## src/rtl/splay_tree_prefix_coder_core_assert.svh

```systemverilog
// assertion macros for the splay tree prefix coder
`ifndef SPLAY_TREE_PREFIX_CODER_CORE_ASSERT_SVH
`define SPLAY_TREE_PREFIX_CODER_CORE_ASSERT_SVH

// same-cycle implication, checked out of reset
`define STC_ASSERT_NOW(lbl, ante, cons, msg) \
  lbl: assert property (@(posedge clk) disable iff (rst) (ante) |-> (cons)) else $error(msg);

// next-cycle implication, checked out of reset
`define STC_ASSERT_NEXT(lbl, ante, cons, msg) \
  lbl: assert property (@(posedge clk) disable iff (rst) (ante) |=> (cons)) else $error(msg);

`endif

```

## src/rtl/stc_ram.sv

```systemverilog
`timescale 1ns / 1ps

module stc_ram #(
  parameter int WIDTH = 8,
  parameter int DEPTH = 256,
  parameter int AW    = (DEPTH > 1) ? $clog2(DEPTH) : 1
) (
  input  logic             clk,
  input  logic             we,
  input  logic [AW-1:0]    waddr,
  input  logic [WIDTH-1:0] wdata,
  input  logic             re,
  input  logic [AW-1:0]    raddr,
  output logic [WIDTH-1:0] rdata
);

  logic [WIDTH-1:0] mem [DEPTH];

  // one write port, one registered read port
  always_ff @(posedge clk) begin
    if (we) begin
      mem[waddr] <= wdata;
    end
    if (re) begin
      rdata <= mem[raddr];
    end
  end

endmodule

```

## config.mk

```make
export PLATFORM = sky130hd
export DESIGN_NAME = stc_ram
export DESIGN_NICKNAME = d
export VERILOG_FILES = /design/src/rtl/splay_tree_prefix_coder_core_assert.svh /design/src/rtl/stc_ram.sv
export SDC_FILE = /design/constraint.sdc
export NUM_CORES = 2
export LEC_CHECK = 0
export ABC_AREA = 1
export BUFFER_PORTS_ARGS = -buffer_cell sky130_fd_sc_hd__buf_4
export CAP_MARGIN = 20
export CORE_MARGIN = 3
export CORE_UTILIZATION = 40
export DETAILED_ROUTE_END_ITERATION = 7
export HOLD_SLACK_MARGIN = 0.03
export PLACE_DENSITY = 0.65
export REMOVE_ABC_BUFFERS = 1
export SLEW_MARGIN = 10
export SYNTH_ARGS = -nofsm -noshare
export SYNTH_HDL_FRONTEND = slang
export SYNTH_SLANG_ARGS = --single-unit
```

## constraint.sdc

```tcl
create_clock -name clk -period 3.2 [get_ports clk]
set_clock_uncertainty 0.05 [all_clocks]
set_input_delay 0.64 -clock clk [delete_from_list [all_inputs] [get_ports clk]]
set_output_delay 0.64 -clock clk [all_outputs]
set_load 0.05 [all_outputs]
```

==> impl_metrics.yaml <==
detailed_routing:
  met2WireLength_um: 110000
  ant_nets: 0
  drc: 0
  maxUsedRoutingLayer: "met5"
  vias_per_cell: 5.49
  num_vias: 56142
  wirelength_um: 234000
  drt-met1-wl_um: 92700
  wl_per_cell_um: 22.8
  wl_met3_um: 21600
  drt_iter0_markers: 7295
  dr.pass1.iters: 6
grt:
  grt_max_degree: 106
  overflow: 0
  grt_antenna_before_repair: 7
  grt_pass1_vias: 53457
  track_usage_pct: 21.3
  grt_pass1_wl_um: 348000
clocking:
  ctsHoldBuffers: 0
  cts_sinks: 2056
  cts_buffers: 192
  post_cts_buffers: 0
  cts-resized-gates: 0
  clk_latency_ps: 840
  clock_path_buffers: 3
  htreeDepth: 4
  clockRootBuffer: "clkbuf_16"
  clkTransAtPathRegs_ps: 60
  cts_tree: "built"
layout:
  multi_input_area_um2: 19100
  instances_no_fill: 10232
  layout_common_cells: "nand2_1 (2123), edfxtp_1 (2056), nand3_1 (2019), buf_4 (464), nor2_1 (283)"
  drive_gt1_share_pct: 11.3
  final_common_cell: "nand2_1"
  utilization_pct: 46.5
  fillers: 18258
  nNetsFinal: 7303
  final-seq-area_um2: 61700
  areaGrowthSynthToFinish_pct: 15.4
logic_synthesis:
  synth-seq-cells: 2056
  yosys.area_share.adder_pct: 0
  synthMuxAreaShare_pct: 0
  synth_top_area_share_pct: 74.0
  synth.area.top_cells: "edfxtp_1 (74%), nand3_1 (12%), nand2_1 (9.5%), buf_2 (1.6%), nor2_1 (1.3%)"
  synth_xor_area_share_pct: 0
  post_synth_and_or_nand_nor_area_fraction_pct: 22.9
  ys_seq_area_share_pct: 74.0
  ys.warnings.count: 0
  synth_top_cell_by_area: "edfxtp_1"
  synth-compound-area-share_pct: 0
  synth_area_per_cell_um2: 11.9
  synth_top_family_by_area: "simple AND/OR/NAND/NOR gates"
  syn-cell-area_um2: 83500
  syn_inst: 7003
  synth_cell_types: 13
sta:
  hold_viol: 0
  rsz0062_at_grt: "false"
  maxSlewViolCount: 0
  fin_hold_ws_ps: 128
  period_minus_slack_ps: 2540
  worst_pin_slew_ps: 1150
  finalSetupViolations: 0
  setup_ws_ps: 659
  fmax_ghz: 0.394
  max-slew-margin-rel_pct: 22.9
  finalCritPeriodShare_pct: 79.4
power_and_ir_drop:
  ir_worst_vdd_mv: 0.570
  power_w: 0.0566
  power_leakage_nw: 34.0
  p_per_area_nw_per_um2: 587
floorplanning:
  core_region_area_um2: 207000
  initial_core_util_pct: 40.3
  die_w_um: 463
  die_h_um: 463
  num_rows: 167
  io_pins: 35
  dieArea_um2: 214000
worst_setup_path:
  path_delay_family: "simple AND/OR/NAND/NOR gates"
  worst_setup_path_start_kind: "input port"
  endpoint_kind: "flip-flop"
  cpMostUsedCell: "nand3_1"
  cpPeakStageDelay_ps: 350
  worstPathRequired_ps: 3840
  path_max_fanout: 56
  crit_arrival_ps: 3190
  cp_cell_sequence: "buf_8 -> buf_12 -> buf_12 -> buf_4 -> nand2_1 -> nand3_1 -> nand3_1 -> nand3_1 -> nand3_1 -> nand3_1 -> nand3_1 -> nand2_1 -> nand2_1 -> nand2_1"
  cp_slowest_cell: "buf_12"
  crit_type: "in2reg"
  crit_buf_inv: 4
placement:
  post-dp-hpwl_um: 141000
  pre_cts_slack_ps: -131
  dp.cells: 9870
  gp_congestion: 0.885
  portBuffers: 34
run_status:
  status: "complete, no violations"
min_path:
  hold_class: "in2reg"
run:
  drv_cap: 0
cells by family after synthesis:
family	after synthesis
and+or+nand+nor	4425
buffers and inverters	522
DFF	2056
per-stage QoR:
stage,setup TNS [ps],cell area (um2)
floorplan,-25650,81000
global placement,-422,89900
CTS,0,96300
detailed placement,-387,89900
global route,0,96300
finish,0,96300
power by group:
group / leakage [nW] / internal [W] / switching [W]
Combinational: 12.4 / 0.000991 / 0.00268
Clock: 3.11 / 0.0133 / 0.00986
Sequential: 18.5 / 0.0297 / 0.0000252
Total: 34.0 / 0.0440 / 0.0126
final timing paths:
check                                            from                 end  slack, ps  depth (start not counted)
worst max-delay path                         raddr[0]  rdata[2]$_DFFE_PP_        660                         14
worst min-delay path                               re  rdata[4]$_DFFE_PP_        130                          1
worst max register to register  mem[129][2]$_DFFE_PP_  rdata[2]$_DFFE_PP_        950                         10
worst min register to register   mem[63][2]$_DFFE_PP_  rdata[2]$_DFFE_PP_        980                         10
routing by layer:
metal | vias to the layer above | GRT usage [%]
met1 | 27385 | 29.3
met2 | 2897 | 34.0
li1 | 25426 | -
met5 | - | 0
met3 | 432 | 3.39
met4 | 2 | 8.59
final cells by class:
cell class              instances  area share [%]
well taps                    2788            3.62
flip-flops and latches       2056            64.1
clock inverters               120            1.37
multi-input cells            4425            19.9
diodes                          7          0.0182
clock buffers                 235            5.24
repair buffers                562            5.59
inverters                      39           0.187
sequential cells by signal, summed over array words and instances, names as in the netlist:
name and count:
rdata 8, mem 2048
cells in the mapped netlist:
cell type	number
buf_1	40
buf_2	268
buf_4	46
buf_6	16
buf_8	1
clkbuf_1	112
edfxtp_1	2056
inv_1	36
inv_2	2
inv_4	1
nand2_1	2123
nand3_1	2019
nor2_1	283
Note: power is estimated with default switching activity, not from simulation.
